===== config.mk =====
export PLATFORM = sky130hd
export DESIGN_NAME = thermostat_fan_gear_controller_core
export DESIGN_NICKNAME = d
export VERILOG_FILES = /design/src/design/tfgc_pkg.sv /design/src/design/thermostat_fan_gear_controller_core.sv
export SDC_FILE = /design/constraint.sdc
export NUM_CORES = 1
export LEC_CHECK = 0
export BUFFER_PORTS_ARGS = -buffer_cell sky130_fd_sc_hd__buf_2
export CELL_PAD_IN_SITES_DETAIL_PLACEMENT = 1
export CELL_PAD_IN_SITES_GLOBAL_PLACEMENT = 2
export CORE_ASPECT_RATIO = 0.9
export CORE_MARGIN = 5
export CORE_UTILIZATION = 38
export CTS_BUF_LIST = sky130_fd_sc_hd__clkbuf_16
export CTS_CLUSTER_DIAMETER = 200
export DETAILED_ROUTE_END_ITERATION = 6
export PLACE_DENSITY_LB_ADDON = 0.1
export SLEW_MARGIN = 5
export SYNTH_ARGS = -nofsm -noshare
export SYNTH_HDL_FRONTEND = slang
export SYNTH_SLANG_ARGS = --single-unit
export TNS_END_PERCENT = 100

===== constraint.sdc =====
create_clock -name aclk -period 3.9 [get_ports aclk]
set_input_delay 0 -clock aclk [delete_from_list [all_inputs] [get_ports aclk]]
set_output_delay 0 -clock aclk [all_outputs]
set_load 0.05 [all_outputs]

===== src/design/tfgc_pkg.sv =====
// ----------------------------------------------------------------------------
// tfgc_pkg: thermostat fan gear controller package
// Item types, register indexes, microcode control word and the program ROM.
// ----------------------------------------------------------------------------
package tfgc_pkg;

    localparam int TEMP_W         = 12;
    localparam int LIMIT_W        = 8;
    localparam int STEP_W         = 2;
    localparam int WAIT_W         = 16;
    localparam int DUTY_W         = 12;
    localparam int GEAR_W         = 2;
    localparam int CFG_DATA_W     = 16;
    localparam int CFG_INDEX_W    = 2;
    localparam int PC_W           = 3;

    localparam int DUTY_PERIOD_DEFAULT = 3600;

    localparam logic [CFG_INDEX_W-1:0] REG_UPPER_LIMIT = 2'd0;
    localparam logic [CFG_INDEX_W-1:0] REG_LOWER_LIMIT = 2'd1;
    localparam logic [CFG_INDEX_W-1:0] REG_GEAR_STEP   = 2'd2;
    localparam logic [CFG_INDEX_W-1:0] REG_CONV_WAIT   = 2'd3;

    localparam logic signed [LIMIT_W-1:0] UPPER_LIMIT_RST = 8'sd30;
    localparam logic signed [LIMIT_W-1:0] LOWER_LIMIT_RST = 8'sd10;
    localparam logic [STEP_W-1:0]         GEAR_STEP_RST   = 2'd1;
    localparam logic [WAIT_W-1:0]         CONV_WAIT_RST   = 16'd2700;

    localparam logic signed [TEMP_W-1:0] TEMP_MIN = 12'sh800;
    localparam logic signed [TEMP_W-1:0] TEMP_MAX = 12'sh7FF;

    localparam logic [GEAR_W-1:0] GEAR_OFF = 2'd0;
    localparam logic [GEAR_W-1:0] GEAR_1   = 2'd1;
    localparam logic [GEAR_W-1:0] GEAR_2   = 2'd2;
    localparam logic [GEAR_W-1:0] GEAR_3   = 2'd3;

    localparam logic CMD_TICK   = 1'b0;
    localparam logic CMD_SAMPLE = 1'b1;

    localparam logic [PC_W-1:0] STEP_FETCH      = 3'd0;
    localparam logic [PC_W-1:0] STEP_DISPATCH   = 3'd1;
    localparam logic [PC_W-1:0] STEP_SAMPLE_CMP = 3'd2;
    localparam logic [PC_W-1:0] STEP_SAMPLE_GR  = 3'd3;
    localparam logic [PC_W-1:0] STEP_TICK_WAIT  = 3'd4;
    localparam logic [PC_W-1:0] STEP_TICK_DUTY  = 3'd5;

    typedef struct packed {
        logic                     command;
        logic signed [TEMP_W-1:0] raw_temperature;
    } in_item_t;

    typedef struct packed {
        logic                     fan_drive;
        logic                     relay_on;
        logic [GEAR_W-1:0]        fan_gear;
        logic                     above_upper;
        logic                     below_lower;
        logic                     conversion_ready;
        logic signed [TEMP_W-1:0] highest_seen;
        logic signed [TEMP_W-1:0] lowest_seen;
    } out_item_t;

    typedef enum logic [2:0] {
        OP_NOP,
        OP_ACCEPT,
        OP_SAMPLE_CMP,
        OP_SAMPLE_GEAR,
        OP_TICK_WAIT,
        OP_TICK_DUTY
    } op_t;

    typedef enum logic [1:0] {
        COND_NEVER,
        COND_NO_ITEM,
        COND_IS_TICK
    } cond_t;

    typedef struct packed {
        op_t             op;
        cond_t           cond;
        logic            emit;
        logic [PC_W-1:0] target;
        logic [PC_W-1:0] next_step;
    } ctrl_t;

    function automatic ctrl_t ucode_rom(input logic [PC_W-1:0] addr);
        ctrl_t w;
        w = '{op: OP_NOP, cond: COND_NEVER, emit: 1'b0,
              target: STEP_FETCH, next_step: STEP_FETCH};
        unique case (addr)
            STEP_FETCH: begin
                w = '{op: OP_ACCEPT, cond: COND_NO_ITEM, emit: 1'b0,
                      target: STEP_FETCH, next_step: STEP_DISPATCH};
            end
            STEP_DISPATCH: begin
                w = '{op: OP_NOP, cond: COND_IS_TICK, emit: 1'b0,
                      target: STEP_TICK_WAIT, next_step: STEP_SAMPLE_CMP};
            end
            STEP_SAMPLE_CMP: begin
                w = '{op: OP_SAMPLE_CMP, cond: COND_NEVER, emit: 1'b0,
                      target: STEP_FETCH, next_step: STEP_SAMPLE_GR};
            end
            STEP_SAMPLE_GR: begin
                w = '{op: OP_SAMPLE_GEAR, cond: COND_NEVER, emit: 1'b1,
                      target: STEP_FETCH, next_step: STEP_FETCH};
            end
            STEP_TICK_WAIT: begin
                w = '{op: OP_TICK_WAIT, cond: COND_NEVER, emit: 1'b0,
                      target: STEP_FETCH, next_step: STEP_TICK_DUTY};
            end
            STEP_TICK_DUTY: begin
                w = '{op: OP_TICK_DUTY, cond: COND_NEVER, emit: 1'b1,
                      target: STEP_FETCH, next_step: STEP_FETCH};
            end
            default: begin
                w = '{op: OP_NOP, cond: COND_NEVER, emit: 1'b0,
                      target: STEP_FETCH, next_step: STEP_FETCH};
            end
        endcase
        return w;
    endfunction

endpackage


===== src/design/thermostat_fan_gear_controller_core.sv =====
// ----------------------------------------------------------------------------
// thermostat_fan_gear_controller_core
// Microcoded controller for fan gear, heater relay, conversion wait and
// fan duty drive, fed by timer ticks and temperature samples.
// ----------------------------------------------------------------------------
//  channel  | ports                         | item
//  ---------+-------------------------------+-------------------------------
//  input    | s_valid s_ready s_data        | tick or temperature sample
//  result   | m_valid m_ready m_data        | drive, relay, gear, flags, extremes
//  config   | cfg_we cfg_index cfg_wdata    | register write, no wait
//
//  Each item runs through fetch, dispatch and two datapath steps of the
//  microprogram ROM, the last of which loads the result register.
//  The next item is taken in the cycle after the result is loaded.
//  A full result register stalls the last step until m_ready frees it.
//  Reset (aresetn low, synchronous) restores registers and state to defaults.
// ----------------------------------------------------------------------------
module thermostat_fan_gear_controller_core #(
    parameter int DUTY_PERIOD = tfgc_pkg::DUTY_PERIOD_DEFAULT
) (
    input  logic                                aclk,
    input  logic                                aresetn,
    input  logic                                s_valid,
    output logic                                s_ready,
    input  tfgc_pkg::in_item_t                  s_data,
    output logic                                m_valid,
    input  logic                                m_ready,
    output tfgc_pkg::out_item_t                 m_data,
    input  logic                                cfg_we,
    input  logic [tfgc_pkg::CFG_INDEX_W-1:0]    cfg_index,
    input  logic [tfgc_pkg::CFG_DATA_W-1:0]     cfg_wdata
);
    import tfgc_pkg::*;

    localparam logic [DUTY_W-1:0] DUTY_SEG1 = DUTY_W'(DUTY_PERIOD * 2 / 5);
    localparam logic [DUTY_W-1:0] DUTY_SEG2 = DUTY_W'(DUTY_PERIOD * 7 / 10);
    localparam logic [DUTY_W-1:0] DUTY_END  = DUTY_W'(DUTY_PERIOD);

    logic signed [LIMIT_W-1:0] upper_limit_reg;
    logic signed [LIMIT_W-1:0] lower_limit_reg;
    logic [STEP_W-1:0]         gear_step_reg;
    logic [WAIT_W-1:0]         conv_wait_reg;

    logic [PC_W-1:0] pc_reg, pc_next;
    ctrl_t           ctrl;
    logic            cond_hit;
    logic            out_busy;
    logic            stall;

    logic                     cmd_reg;
    logic signed [TEMP_W-1:0] temp_reg;
    logic [TEMP_W-1:0]        diff_reg, diff_next;

    logic signed [TEMP_W-1:0] max_temp_reg, max_temp_next;
    logic signed [TEMP_W-1:0] min_temp_reg, min_temp_next;
    logic [WAIT_W-1:0]        wait_count_reg, wait_count_next;
    logic                     ready_flag_reg, ready_flag_next;
    logic [DUTY_W-1:0]        duty_count_reg, duty_count_next;
    logic                     motor_en_reg, motor_en_next;
    logic [GEAR_W-1:0]        gear_reg, gear_next;
    logic                     over_reg, over_next;
    logic                     under_reg, under_next;
    logic                     drive_reg, drive_next;
    logic                     relay_reg, relay_next;

    logic                     m_valid_reg, m_valid_next;
    out_item_t                m_data_reg;
    out_item_t                result_next;

    logic signed [TEMP_W-1:0] up16;
    logic signed [TEMP_W-1:0] lo16;
    logic signed [TEMP_W:0]   diff_wide;
    logic [TEMP_W-1:0]        step16;
    logic [TEMP_W-1:0]        step32;
    logic [WAIT_W-1:0]        wait_inc;
    logic [DUTY_W-1:0]        duty_inc;

    // configuration registers
    always_ff @(posedge aclk) begin
        if (!aresetn) begin
            upper_limit_reg <= UPPER_LIMIT_RST;
            lower_limit_reg <= LOWER_LIMIT_RST;
            gear_step_reg   <= GEAR_STEP_RST;
            conv_wait_reg   <= CONV_WAIT_RST;
        end else if (cfg_we) begin
            unique case (cfg_index)
                REG_UPPER_LIMIT: upper_limit_reg <= cfg_wdata[LIMIT_W-1:0];
                REG_LOWER_LIMIT: lower_limit_reg <= cfg_wdata[LIMIT_W-1:0];
                REG_GEAR_STEP:   gear_step_reg   <= cfg_wdata[STEP_W-1:0];
                REG_CONV_WAIT:   conv_wait_reg   <= cfg_wdata[WAIT_W-1:0];
                default:         upper_limit_reg <= upper_limit_reg;
            endcase
        end
    end

    // sequencer
    assign ctrl     = ucode_rom(pc_reg);
    assign out_busy = m_valid_reg && !m_ready;
    assign stall    = ctrl.emit && out_busy;
    assign s_ready  = (ctrl.op == OP_ACCEPT);

    always_comb begin
        unique case (ctrl.cond)
            COND_NEVER:   cond_hit = 1'b0;
            COND_NO_ITEM: cond_hit = !s_valid;
            COND_IS_TICK: cond_hit = (cmd_reg == CMD_TICK);
            default:      cond_hit = 1'b0;
        endcase
    end

    always_comb begin
        priority if (stall) begin
            pc_next = pc_reg;
        end else if (cond_hit) begin
            pc_next = ctrl.target;
        end else begin
            pc_next = ctrl.next_step;
        end
    end

    // datapath
    assign up16      = {upper_limit_reg, 4'b0000};
    assign lo16      = {lower_limit_reg, 4'b0000};
    assign diff_wide = {temp_reg[TEMP_W-1], temp_reg} - {up16[TEMP_W-1], up16};
    assign step16    = {{(TEMP_W-STEP_W-4){1'b0}}, gear_step_reg, 4'b0000};
    assign step32    = {{(TEMP_W-STEP_W-5){1'b0}}, gear_step_reg, 5'b00000};
    assign wait_inc  = wait_count_reg + WAIT_W'(1);
    assign duty_inc  = duty_count_reg + DUTY_W'(1);

    always_comb begin
        max_temp_next   = max_temp_reg;
        min_temp_next   = min_temp_reg;
        wait_count_next = wait_count_reg;
        ready_flag_next = ready_flag_reg;
        duty_count_next = duty_count_reg;
        motor_en_next   = motor_en_reg;
        gear_next       = gear_reg;
        over_next       = over_reg;
        under_next      = under_reg;
        drive_next      = drive_reg;
        relay_next      = relay_reg;
        diff_next       = diff_reg;
        if (!stall) begin
            unique case (ctrl.op)
                OP_NOP, OP_ACCEPT: begin
                    diff_next = diff_reg;
                end
                OP_SAMPLE_CMP: begin
                    ready_flag_next = 1'b0;
                    if (temp_reg > max_temp_reg) max_temp_next = temp_reg;
                    if (temp_reg < min_temp_reg) min_temp_next = temp_reg;
                    over_next     = (temp_reg > up16);
                    motor_en_next = (temp_reg > up16);
                    under_next    = (temp_reg < lo16);
                    relay_next    = (temp_reg < lo16);
                    diff_next     = diff_wide[TEMP_W-1:0];
                end
                OP_SAMPLE_GEAR: begin
                    priority if (!over_reg) begin
                        gear_next = GEAR_OFF;
                    end else if (gear_step_reg == '0) begin
                        gear_next = GEAR_3;
                    end else if (diff_reg >= step32) begin
                        gear_next = GEAR_3;
                    end else if (diff_reg >= step16) begin
                        gear_next = GEAR_2;
                    end else begin
                        gear_next = GEAR_1;
                    end
                end
                OP_TICK_WAIT: begin
                    if (!ready_flag_reg) begin
                        if (wait_inc >= conv_wait_reg) begin
                            wait_count_next = '0;
                            ready_flag_next = 1'b1;
                        end else begin
                            wait_count_next = wait_inc;
                        end
                    end
                end
                OP_TICK_DUTY: begin
                    if (motor_en_reg) begin
                        duty_count_next = duty_inc;
                        priority if (duty_inc < DUTY_SEG1) begin
                            drive_next = (gear_reg >= GEAR_1);
                        end else if (duty_inc < DUTY_SEG2) begin
                            drive_next = (gear_reg >= GEAR_2);
                        end else if (duty_inc < DUTY_END) begin
                            drive_next = (gear_reg >= GEAR_3);
                        end else begin
                            duty_count_next = '0;
                        end
                    end else begin
                        drive_next = 1'b0;
                    end
                end
                default: begin
                    diff_next = diff_reg;
                end
            endcase
        end
    end

    always_comb begin
        result_next.fan_drive        = drive_next;
        result_next.relay_on         = relay_next;
        result_next.fan_gear         = gear_next;
        result_next.above_upper      = over_next;
        result_next.below_lower      = under_next;
        result_next.conversion_ready = ready_flag_next;
        result_next.highest_seen     = max_temp_next;
        result_next.lowest_seen      = min_temp_next;
    end

    always_comb begin
        priority if (ctrl.emit && !out_busy) begin
            m_valid_next = 1'b1;
        end else if (m_ready) begin
            m_valid_next = 1'b0;
        end else begin
            m_valid_next = m_valid_reg;
        end
    end

    always_ff @(posedge aclk) begin
        if (!aresetn) begin
            pc_reg         <= STEP_FETCH;
            cmd_reg        <= CMD_TICK;
            max_temp_reg   <= TEMP_MIN;
            min_temp_reg   <= TEMP_MAX;
            wait_count_reg <= '0;
            ready_flag_reg <= 1'b0;
            duty_count_reg <= '0;
            motor_en_reg   <= 1'b0;
            gear_reg       <= GEAR_OFF;
            over_reg       <= 1'b0;
            under_reg      <= 1'b0;
            drive_reg      <= 1'b0;
            relay_reg      <= 1'b0;
            m_valid_reg    <= 1'b0;
        end else begin
            pc_reg         <= pc_next;
            if (s_valid && s_ready) cmd_reg <= s_data.command;
            max_temp_reg   <= max_temp_next;
            min_temp_reg   <= min_temp_next;
            wait_count_reg <= wait_count_next;
            ready_flag_reg <= ready_flag_next;
            duty_count_reg <= duty_count_next;
            motor_en_reg   <= motor_en_next;
            gear_reg       <= gear_next;
            over_reg       <= over_next;
            under_reg      <= under_next;
            drive_reg      <= drive_next;
            relay_reg      <= relay_next;
            m_valid_reg    <= m_valid_next;
        end
    end

    always_ff @(posedge aclk) begin
        if (s_valid && s_ready) temp_reg <= s_data.raw_temperature;
        diff_reg <= diff_next;
        if (ctrl.emit && !out_busy) m_data_reg <= result_next;
    end

    assign m_valid = m_valid_reg;
    assign m_data  = m_data_reg;

    a_accept_dispatch: assert property (@(posedge aclk) disable iff (!aresetn)
        (s_valid && s_ready) |=> (pc_reg == STEP_DISPATCH))
        else $error("accepted item did not advance to dispatch");

    a_gear_matches_over: assert property (@(posedge aclk) disable iff (!aresetn)
        m_valid |-> ((m_data.fan_gear != GEAR_OFF) == m_data.above_upper))
        else $error("fan gear disagrees with upper limit flag");

    a_extremes_order: assert property (@(posedge aclk) disable iff (!aresetn)
        (m_valid && (m_data.highest_seen < m_data.lowest_seen)) |->
        ((m_data.highest_seen == TEMP_MIN) && (m_data.lowest_seen == TEMP_MAX)))
        else $error("highest below lowest after a sample");

endmodule


# Word-level counts from Yosys, hierarchy flattened

Index checks and enable logic that the tools add are counted.
Widths: inputs -> output; s select.

Register bits after elaboration: 154
Input bits: 36
Output and inout port bits: 33
Word-level logic and storage cells: 117

Add/subtract/negate cells: 3
$lt $le $gt $ge: 13
Eq/ne operators: 15
Muxes and demuxes: 37
Bitwise logic cells: 3
Reduce and logical (&&, ||, !) cells: 18

Operator list:

| cell                  | number |
|---|---|
| $mux 12               | 9 |
| $pmux 12 s6           | 1 |
| $gt 12x12->1          | 2 |
| $lt 12x12->1          | 2 |
| $lt 12x12->1 const B  | 2 |
| $mux 1                | 17 |
| $add 16x1->16 const B | 1 |
| $ge 16x16->1          | 1 |
| $mux 16               | 1 |
| $add 12x1->12 const B | 1 |
| $eq 3x2->1 const B    | 4 |
| $eq 3x3->1 const B    | 4 |
| $ge 12x6->1           | 1 |
| $ge 12x7->1           | 1 |
| $lt 12x11->1 const B  | 1 |
| $mux 2                | 6 |
| $sub 12x12->12        | 1 |
| $reduce_and 2->1      | 5 |
| $eq 2x2->1 const B    | 3 |
| $eq 3x1->1 const B    | 2 |
| $reduce_and 3->1      | 2 |
| $eq 2x1->1 const B    | 2 |
| $ge 2x2->1 const B    | 2 |
| $logic_and 1x1->1     | 4 |
| other kinds (8)       | 14 |

# Depth between registers and ports, before layout

Gate-level depths: netlist (run 1).

Depth after elaboration: 8
Mapped depth: 15
Mapped depth without buffers: 14

# Worst setup path before layout (run 1)

No wires, ideal clock.

Path type: register to register
Start: register wait_count_reg[2]
End: register wait_count_reg[10]
Library setup time: 0.076 ns
Data arrival time: 3.105 ns
Data required time: 3.824 ns
Path slack: 0.719 ns
Stages on the path, launching flop included: 16
Path buffers: 1
Clock period less this slack: 3.181 ns
Path through: dfxtp_1 -> and3_1 -> and3_1 -> and4_1 -> and3_1 -> nand3_1 -> xnor2_1 -> ha_1 -> nand4_1 -> nor2_1 -> a21oi_1 -> o211ai_1 -> a31oi_1 -> clkbuf_1 -> a21oi_1 -> o22ai_1

Cells in the longest elaborated chain, start to end: 3

RTL lines:

| what                   | RTL line                                   | RTL |
|---|---|---|
| from (decl)            | thermostat_fan_gear_controller_core.sv:56  | `logic [WAIT_W-1:0] wait_count_reg, wait_count_next;` |
| from (signal assigned) | thermostat_fan_gear_controller_core.sv:246 | `wait_count_reg <= wait_count_next;` |
| $add 16x1->16 *        | thermostat_fan_gear_controller_core.sv:127 | `assign wait_inc = wait_count_reg + WAIT_W'(1);` |
| $ge 16x16->1           | thermostat_fan_gear_controller_core.sv:173 | `if (wait_inc >= conv_wait_reg) begin` |
| $mux 16 *              | thermostat_fan_gear_controller_core.sv:173 |  |

Mark *: on every way between the ends. The rest lies on a longest branch, timed or not.
A chain may end at the register's enable or synchronous reset.

# Worst setup path after layout (run 1)

Start: register wait_count_reg[2]
End: register wait_count_reg[11]

The elaborated chain is that of the path after synthesis.

==> results of run 1 <==
[layer usage]
layer	GRT usage	vias to the layer above
met4	0.05828	0
met2	0.3149	103
met3	0.03270	27
li1	-	3217
met5	0	-
met1	0.2401	3149
[per-stage QoR]
stage          cells  cell area, um2  hold slack (ns)  setup slack (ns)  power (mW)
6_report        1249            9584          0.03276            0.4098       4.878
5_1_grt         1249            9584          0.04551            0.1097       5.133
4_1_cts         1249            9584          0.01229            0.4287       4.929
3_5_place_dp    1188            8715           0.1811            0.4755       3.237
3_3_place_gp    1188            8715           0.1802            0.6781       3.189
2_1_floorplan    860            8103          0.09887            0.7188       2.881
[path summary, 6_finish.rpt]
| check | from | end | slack [ns] |
|---|---|---|---|
| max | wait_count_reg[2] | wait_count_reg[11] | 0.41 |
| min | cfg_index[1] | gear_step_reg[0] | 0.03 |
| max reg2reg | wait_count_reg[2] | wait_count_reg[11] | 0.41 |
| min reg2reg | conv_wait_reg[1] | conv_wait_reg[1] | 0.46 |
[critical path, cell delays in order (launching register included)]
cell	delay, ns
dfxtp_1	0.41
and3_1	0.23
and3_1	0.25
and4_1	0.29
and3_1	0.24
nand3_1	0.16
xnor2_1	0.21
ha_1	0.28
nand4_1	0.11
nor2_1	0.08
a21oi_1	0.14
o211ai_1	0.10
a31oi_1	0.16
buf_4	0.27
nand2_1	0.10
buf_4	0.22
o22ai_1	0.15
[cell type report]
class                   instances  area [um2]  area share
well taps                     286       357.8     0.03734
clock inverters                14       128.9     0.01345
multi-input cells             581        3958      0.4129
inverters                      86       327.8     0.03420
repair buffers                110       728.2     0.07598
flip-flops and latches        154        3633      0.3791
clock buffers                  18       450.4     0.04700
[cell usage after synthesis (5+ instances only)]
master	n
dfxtp_1	99
nand2_1	89
inv_1	84
a21oi_1	67
ha_1	62
edfxtp_1	55
nor2_1	44
o21ai_0	31
clkbuf_1	23
nand3_1	21
and2_1	18
or3_1	18
o22ai_1	16
a21o_1	14
mux2i_1	14
mux2_2	12
nor3_1	12
o211ai_1	12
and3_1	11
xor2_1	11
nand2b_1	10
xnor2_1	10
nand4_1	9
mux2_4	8
or2_1	8
a31oi_1	7
nand3b_1	6
or2_2	6
buf_2	5
nor2b_1	5
nor4_1	5
[cell families after synthesis]
group,Yosys count,share of synthesized area
simple gates,274,0.1699
compound gates,189,0.1489
flops,154,0.4484
buf+inv,125,0.06315
fa+ha+maj,63,0.09821
mux,34,0.04880
xor+xnor,21,0.02270
[cells in the final DEF (no fill, tap or decap), types with 12 or more instances in the layout]
cell           count
nand2_1           89
ha_1              62
o211ai_1          12
nor3_1            12
buf_2             68
a21oi_1           67
edfxtp_1          55
mux2_2            12
o22ai_1           16
nand3_1           21
mux2i_1           14
nor2_1            44
o21ai_0           31
buf_4             13
inv_1             85
clkbuf_16         18
or3_1             18
dlygate4sd3_1     29
a21o_1            14
dfxtp_1           99
and2_1            18
[report_power, final]
group / internal (mW) / switching, mW / total, mW
clock: 0.971 / 0.682 / 1.65
combinational: 0.437 / 0.728 / 1.17
sequential: 1.90 / 0.163 / 2.06
==> results.md, run 1 <==
- Unrepaired setup endpoints after global routing: false
- Hold_buf cts: 29
- Clock Skews: 0.009120 ns
- Worst Tran Pin Value: 0.8860 ns
- Worst VDD drop: 0.0002381 V
- Remaining DRCs: 0
- Synth unique cells: 72
- Final setup viols: 0
- Critical path startpoint category: register
- Syn. warnings: 0
- Via count: 6496
- Die Wd: 163.9 um
- Row count: 50
- Layout Area Growth over Synthesis: 18.28%
- RePlAce Congestion: 0.8256
- Wire per inst: 17.69 um
- Crit path DAT: 3.83 ns
- Vias in the first global route: 6781
- Worst skew pair latency: 0.43 ns
- Fin nets: 1049
- Fin crit share: 0.8949
- Inserted Diodes: 0
- Util after Layout: 0.4587
- Core Box Area: 20900 um2
- Worst reg2reg path depth: 16
- Setup Buffers After CTS: 0
- H-tree depth: 4
- Die height: 148.5 um
- Fin crit period: 3.490 ns
- Fmax: 286.5 MHz
- First-pass GRT wire length: 35650 um
- Critical path type: reg -> reg
- # fillers: 2433
- Post-Syn Nets: 959
- Post-synth top flop: dfxtp_1
- Avg Inst Size Synth: 9.422 um2
- Drt first-iter violations: 237
- Die ar.: 24350 um2
- Final Hold Fails: 0
- Clock transition at path regs: 0.06 ns
- Hpwl dp: 15720 um
- WL met1: 10220 um
- Synth async-reset ratio: 0
- P per Cell Area: 508.9 nW/um2
- Max FFs per register: 31
- Cts bufs inserted: 17
- Post-synth EDFFs: 55
- Dominant cell type by area after synthesis: dfxtp_1
- Routed Wire Length: 22100 um
- Sink Count: 154
- Hold Crit Depth: 4
- Yosys top cell area share: 0.2446
- CP required: 4.24 ns
- Setup crit end kind: register
- Setup TNS: 0 ns
- Initial antenna violation count: 0
- Hold WC Path Type: in -> reg
- CTS-repair resized insts: 0
- CTS max path bufs: 2
- Mapped Cells: 860
- Via/cell ratio: 5.201
- Met3 Wirelength: 774 um
- Final ANT Viol Nets: 0
- Synthesized flop and latch total: 154
- Final global-route overflow total: 0
- Number of port buffers: 68
- Seq/Total Area, Yosys: 0.4484
- Synth area leaders: dfxtp_1, edfxtp_1, ha_1
- Global-route usage over all layers: 0.1853
- Slew Viols, Final: 0
- Io pins: 69
- Starting Density: 0.3878
- Worst rel slew slack: 0.4093
- Status: finished clean
- Clock Root Buffer: clkbuf_16
- Largest net degree at the start of global routing: 47
- Post-Syn Area: 8103 um2
- Max-Cap Viols: 0
- Proportion of layout cells with a drive suffix above 1: 0.1516
- Top layer in use: met4
- TritonRoute pass-1 iters: 4
- LEAKAGE: 3.932 nW
- Met2 Wirelength: 10770 um
- Crit Path Max Fanout: 18
- CTS tree: done
(Power assumes the default switching activity.)
==> run 2: changes to the inputs <==
--- a/config.mk
+++ b/config.mk
@@ -14,6 +14,7 @@
 export CTS_BUF_LIST = sky130_fd_sc_hd__clkbuf_16
 export CTS_CLUSTER_DIAMETER = 200
 export DETAILED_ROUTE_END_ITERATION = 6
+export GPL_TIMING_DRIVEN = 0
 export PLACE_DENSITY_LB_ADDON = 0.1
 export SLEW_MARGIN = 5
 export SYNTH_ARGS = -nofsm -noshare
==> run 2 against run 1 <==
Sequential share of layout area shrank 0.36 points; critical endpoint is now wait_count_reg[12]; largest power group unchanged; routed wire length grew 5.8%; critical path type unchanged; via count grew 2.8%; critical path depth shrank 1; non-clock buffer count grew 29; fmax shrank 2.9%; global-route usage grew 1.0 points; core utilization grew 0.44 points; power shrank 2.7%; setup slack lost 0.11 ns; hold slack gained 0.00097 ns; count of clock-buffer cells in the layout shrank 1.
==> results.md, run 2 (synthesis gave the netlist of run 1 again) <==
- Status: finished clean (unchanged)
- Setup TNS: 0 ns (unchanged)
- Via/cell ratio: 5.225 (was 5.201)
- Inserted Diodes: 0 (unchanged)
- Max-Cap Viols: 0 (unchanged)
- Fin crit share: 0.9221 (was 0.8949)
- Layout Area Growth over Synthesis: 19.41% (was 18.28%)
- Crit. Startpoint: wait_count_reg[2] (unchanged)
- Drt first-iter violations: 281 (was 237)
- Fin crit period: 3.596 ns (was 3.490 ns)
- Wire per inst: 18.29 um (was 17.69 um)
- Io pins: 69 (unchanged)
- Dpl ws: -0.07507 ns (was 0.4755 ns)
- Slew Viols, Final: 0 (unchanged)
- Die height: 148.5 um (unchanged)
- Final setup viols: 0 (unchanged)
- WL met1: 11010 um (was 10220 um)
- Crit path DAT: 3.94 ns (was 3.83 ns)
- Proportion of layout cells with a drive suffix above 1: 0.1502 (was 0.1516)
- Final ANT Viol Nets: 0 (unchanged)
- Post-route cell area: 9676 um2 (was 9584 um2)
- Core Box Area: 20900 um2 (unchanged)
- Via count: 6677 (was 6496)
- Worst reg2reg path depth: 15 (was 16)
- Unrepaired setup endpoints after global routing: false (unchanged)
- Sink Count: 154 (unchanged)
- Critical path type: reg -> reg (unchanged)
- Placed Area: 8802 um2 (was 8715 um2)
- Global-route usage over all layers: 0.1954 (was 0.1853)
- Clock transition at path regs: 0.07 ns (was 0.06 ns)
- Slowest cell on the critical path: dfxtp_1 (unchanged)
- Initial antenna violation count: 0 (unchanged)
- Top layer in use: met4 (unchanged)
- FF-to-FF setup slack: 0.30 ns (was 0.41 ns)
- P per Cell Area: 490.6 nW/um2 (was 508.9 nW/um2)
- TritonRoute pass-1 iters: 4 (unchanged)
- CTS max path bufs: 2 (unchanged)
- Worst rel slew slack: 0.2923 (was 0.4093)
- RePlAce Congestion: 0.8425 (was 0.8256)
- Remaining DRCs: 0 (unchanged)
- Max FFs per register: 31 (unchanged)
- Final Hold Fails: 0 (unchanged)
- Crit Path Max Fanout: 10 (was 18)
- Met2 Wirelength: 11270 um (was 10770 um)
- Setup crit end kind: register (unchanged)
- Crit-path cells: and3_1, and3_1, and4_1, and3_1, nand3_1, xnor2_1, ha_1, nand4_1, nor2_1, a21oi_1, o211ai_1, a31oi_4, buf_2, a21oi_1, o22ai_1 (was and3_1, and3_1, and4_1, and3_1, nand3_1, xnor2_1, ha_1, nand4_1, nor2_1, a21oi_1, o211ai_1, a31oi_1, buf_4, nand2_1, buf_4, o22ai_1)
- Die ar.: 24350 um2 (unchanged)
- Row count: 50 (unchanged)
- LEAKAGE: 3.958 nW (was 3.932 nW)
- Die Wd: 163.9 um (unchanged)
- Critical path depth: 15 (was 16)
- Util after Layout: 0.4631 (was 0.4587)
- Crit Reg-Reg Endpoint: wait_count_reg[12] (was wait_count_reg[11])
- Top cell by count, worst path: and3_1 (unchanged)
- CP required: 4.25 ns (was 4.24 ns)
- Clock Root Buffer: clkbuf_16 (unchanged)
- Starting Density: 0.3878 (unchanged)
- Hold WC Path Type: in -> reg (unchanged)
- Critical path capture point: wait_count_reg[12] (was wait_count_reg[11])
- Largest net degree at the start of global routing: 32 (was 47)
- Crit-path max cell delay: 0.42 ns (was 0.41 ns)
- Met3 Wirelength: 722 um (was 774 um)
- Fmax: 278.1 MHz (was 286.5 MHz)
- Vias in the first global route: 6956 (was 6781)
- Worst VDD drop: 0.0002402 V (was 0.0002381 V)
- Cts bufs inserted: 17 (unchanged)
- Number of port buffers: 68 (unchanged)
- Commonest non-fill, non-tap cell in the layout: dfxtp_1 (unchanged)
- Clock Skews: 0.01501 ns (was 0.009120 ns)
- Hpwl dp: 17070 um (was 15720 um)
- Worst skew pair latency: 0.43 ns (about the same)
- Reg-to-Reg Start: wait_count_reg[2] (unchanged)
- Routed Wire Length: 23370 um (was 22100 um)
- Critical path startpoint category: register (unchanged)
- Most frequent cells in the layout: dfxtp_1, nand2_1, inv_1 (unchanged)
- H-tree depth: 4 (unchanged)
- Final global-route overflow total: 0 (unchanged)
- Fin nets: 1078 (was 1049)
- CP Buf/Inv Count: 1 (was 2)
- Post-route setup slack: 0.3037 ns (was 0.4098 ns)
- CTS tree: done (unchanged)
- Worst Tran Pin Value: 1.062 ns (was 0.8860 ns)
- First-pass GRT wire length: 37060 um (was 35650 um)
- Critical path's top delay family: simple AND/OR/NAND/NOR gates (unchanged)
run 2: cell type report:
cell class                      instances  area [um2]
Inverter                               86       327.8
Clock inverter                         15       102.6
Tap cell                              286       357.8
Multi-Input combinational cell        581        3981
Timing Repair Buffer                  100       660.6
Buffer                                 39       186.4
Fill cell                            2475       11220
Clock buffer                           17       425.4
Sequential cell                       154        3633
run 2: report_power, final:
group | internal [mW] | switching (mW) | leakage, nW
Sequential | 1.90 | 0.137 | 1.29
Combinational | 0.436 | 0.767 | 2.41
Clock | 0.812 | 0.697 | 0.254
run 2: worst min path at each step:
stage,cells past startpoint,slack (ns),from,end
finish,4,0.03,cfg_we,gear_step_reg[0]
global route,4,0.05,cfg_we,gear_step_reg[0]
CTS,4,0.02,cfg_we,gear_step_reg[0]
detailed placement,1,0.18,s_data[6],temp_reg[6]
global placement,1,0.18,s_data[10],temp_reg[10]
floorplan,0,0.1,s_data[0],temp_reg[0]
run 2: layer usage:
metal,global-route usage,vias to the layer above
li1,-,3278
met2,0.3273,106
met3,0.03076,22
met5,0,-
met1,0.2607,3271
met4,0.05870,0
run 2: metrics by stage:
step	power [mW]	instances	hold WS, ns
finish	4.746	1278	0.03374
global route	5.002	1278	0.05302
CTS	4.789	1278	0.01549
detailed placement	3.241	1214	0.1792
global placement	3.194	1214	0.1798
floorplan	2.881	860	0.09887
run 2: tightest hold or removal path, delay by kind of cell:
kind          cells  cell delay (ns)
buf+inv           1             0.12
simple gates      2             0.21
mux               1             0.09
run 2: repair_timing:
item,in CTS,in global routing
gates resized for setup,1,7
buffers inserted,0,0
endpoints found under the setup margin,15,15
hold endpoints to repair,50,0
hold buffers,32,0
pin swaps,0,0
==> run 3: changes to the inputs <==
--- a/config.mk
+++ b/config.mk
@@ -13,9 +13,11 @@
 export CORE_UTILIZATION = 38
 export CTS_BUF_LIST = sky130_fd_sc_hd__clkbuf_16
 export CTS_CLUSTER_DIAMETER = 200
+export CTS_CLUSTER_SIZE = 10
 export DETAILED_ROUTE_END_ITERATION = 6
 export GPL_TIMING_DRIVEN = 0
 export PLACE_DENSITY_LB_ADDON = 0.1
+export REMOVE_ABC_BUFFERS = 1
 export SLEW_MARGIN = 5
 export SYNTH_ARGS = -nofsm -noshare
 export SYNTH_HDL_FRONTEND = slang
==> run 3 against run 2 <==
Combinational power down 4%; setup slack improved by 0.063 ns; sequential power hardly changed; critical path type unchanged; non-clock buffer count shrank 37; critical endpoint is now wait_count_reg[15]; critical path depth is the same; largest power group unchanged.
==> results.md, run 3 (synthesis gave the netlist of run 1 again) <==
- Status: finished clean (unchanged)
- RePlAce Congestion: 0.8220 (was 0.8425)
- Inserted Diodes: 0 (unchanged)
- Crit path DAT: 3.86 ns (was 3.94 ns)
- Die ar.: 24350 um2 (unchanged)
- CP required: 4.23 ns (was 4.25 ns)
- Number of port buffers: 68 (unchanged)
- Most frequent cells in the layout: dfxtp_1, nand2_1, inv_1 (unchanged)
- Die height: 148.5 um (unchanged)
- Final setup viols: 0 (unchanged)
- Critical path startpoint category: register (unchanged)
- CP Buf/Inv Count: 1 (unchanged)
- Crit-path cells: ha_1, and3_1, and4_1, and3_1, nand3_1, xnor2_1, ha_1, nand4_1, nor2_1, a21oi_1, o211ai_1, a31oi_4, buf_6, nand2_2, o32ai_1 (was and3_1, and3_1, and4_1, and3_1, nand3_1, xnor2_1, ha_1, nand4_1, nor2_1, a21oi_1, o211ai_1, a31oi_4, buf_2, a21oi_1, o22ai_1)
- Cts bufs inserted: 17 (unchanged)
- Multi-input logic area: 3981 um2 (unchanged)
- Critical path's top delay family: simple AND/OR/NAND/NOR gates (unchanged)
- Io pins: 69 (unchanged)
- Sink Count: 154 (unchanged)
- Routed Wire Length: 21560 um (was 23370 um)
- Starting Density: 0.3878 (unchanged)
- Row count: 50 (unchanged)
- Clock transition at path regs: 0.06 ns (was 0.07 ns)
- Setup crit end kind: register (unchanged)
- Post-layout total power: 4.820 mW (was 4.746 mW)
- P per Cell Area: 504.1 nW/um2 (was 490.6 nW/um2)
- Unrepaired setup endpoints after global routing: false (unchanged)
- Initial antenna violation count: 0 (unchanged)
- Fin crit period: 3.534 ns (was 3.596 ns)
- LEAKAGE: 3.901 nW (was 3.958 nW)
- Worst skew pair latency: 0.42 ns (was 0.43 ns)
- CTS tree: done (unchanged)
- Worst VDD drop: 0.0002072 V (was 0.0002402 V)
- CTS max path bufs: 2 (unchanged)
- Via/cell ratio: 5.234 (was 5.225)
- Worst rel slew slack: 0.1365 (was 0.2923)
- Final ANT Viol Nets: 0 (unchanged)
- Wire per inst: 17.37 um (was 18.29 um)
- Post-route cell area: 9562 um2 (was 9676 um2)
- Via count: 6496 (was 6677)
- Crit-path max cell delay: 0.39 ns (was 0.42 ns)
- Commonest non-fill, non-tap cell in the layout: dfxtp_1 (unchanged)
- Proportion of layout cells with a drive suffix above 1: 0.1508 (was 0.1502)
- Core Box Area: 20900 um2 (unchanged)
- Clock Root Buffer: clkbuf_16 (unchanged)
- Max-Cap Viols: 0 (unchanged)
- Drt first-iter violations: 255 (was 281)
- Slew Viols, Final: 0 (unchanged)
- Global-route usage over all layers: 0.1818 (was 0.1954)
- Fin crit share: 0.9060 (was 0.9221)
- Reg area: 3635 um2 (was 3633 um2)
- Slowest cell on the critical path: dfxtp_1 (unchanged)
- Max FFs per register: 31 (unchanged)
- Final Hold Fails: 0 (unchanged)
- Critical path type: reg -> reg (unchanged)
- Fmax: 283.0 MHz (was 278.1 MHz)
- H-tree depth: 4 (unchanged)
- Layout Area Growth over Synthesis: 18.00% (was 19.41%)
- TritonRoute pass-1 iters: 4 (unchanged)
- Final global-route overflow total: 0 (unchanged)
- # fillers: 2443 (was 2475)
- Crit Path Max Fanout: 13 (was 10)
- First-pass GRT wire length: 35380 um (was 37060 um)
- Remaining DRCs: 0 (unchanged)
- Placed Area: 8676 um2 (was 8802 um2)
- Die Wd: 163.9 um (unchanged)
- Worst Tran Pin Value: 1.295 ns (was 1.062 ns)
- Hold WC Path Type: in -> reg (unchanged)
- Clock Skews: 0.01112 ns (was 0.01501 ns)
- Vias in the first global route: 6949 (was 6956)
- Fin nets: 1041 (was 1078)
- Hpwl dp: 15440 um (was 17070 um)
- Largest net degree at the start of global routing: 44 (was 32)
-- run 3: power by group --
| group | internal [mW] | total, mW | switching, mW | leakage, nW |
|---|---|---|---|---|
| Clock | 0.945 | 1.62 | 0.671 | 0.286 |
| Combinational | 0.423 | 1.15 | 0.727 | 2.32 |
| Sequential | 1.90 | 2.05 | 0.157 | 1.30 |
-- run 3: worst paths after layout --
| kind | start | to | slack [ns] | cells past startpoint |
|---|---|---|---|---|
| worst max register to register | wait_count_reg[0] | wait_count_reg[15] | 0.37 | 15 |
| worst min-delay path | m_ready | m_valid | 0.04 | 3 |
| worst max-delay path | wait_count_reg[0] | wait_count_reg[15] | 0.37 | 15 |
| worst min register to register | conv_wait_reg[13] | conv_wait_reg[13] | 0.46 | 2 |
-- run 3: layer usage --
layer,GRT usage,routed length (um)
met1,0.2319,10060
met2,0.3200,10620
met3,0.03602,712
met4,0.03774,164
met5,0,0
-- run 3: timing repair --
action	in CTS	in global routing
buffers inserted	0	1
hold buffers	29	0
hold endpoints to repair	47	0
setup endpoints to repair	2	12
pin swaps	0	0
resized for setup	1	2
-- run 3: worst min-delay path, delay by kind of cell --
| kind | cells | cell delay, ns |
|---|---|---|
| buffers and inverters | 1 | 0.07 |
| AO/OA/AOI/OAI | 1 | 0.10 |
| AND/OR/NAND/NOR | 1 | 0.24 |
-- run 3: final cells by class --
cell class              count  area share
well taps                 286     0.03742
inverters                  86     0.03428
clock buffers              19     0.04973
repair buffers            102     0.07158
flip-flops and latches    154      0.3801
multi-input cells         581      0.4164
clock inverters            13     0.01047
-- run 3: per-stage QoR --
stage	TNS, ns	cells	hold WS [ns]	util	setup WS, ns
5_1_grt	0	1241	0.05342	0.4576	0.03660
4_1_cts	0	1240	0.02302	0.4568	0.06879
3_5_place_dp	-0.07150	1179	0.1788	0.4152	-0.07150
2_1_floorplan	0	821	0.06194	-	0.2025
3_3_place_gp	-13.41	1175	0.1799	0.4124	-1.146
6_report	0	1241	0.04095	0.4576	0.3664
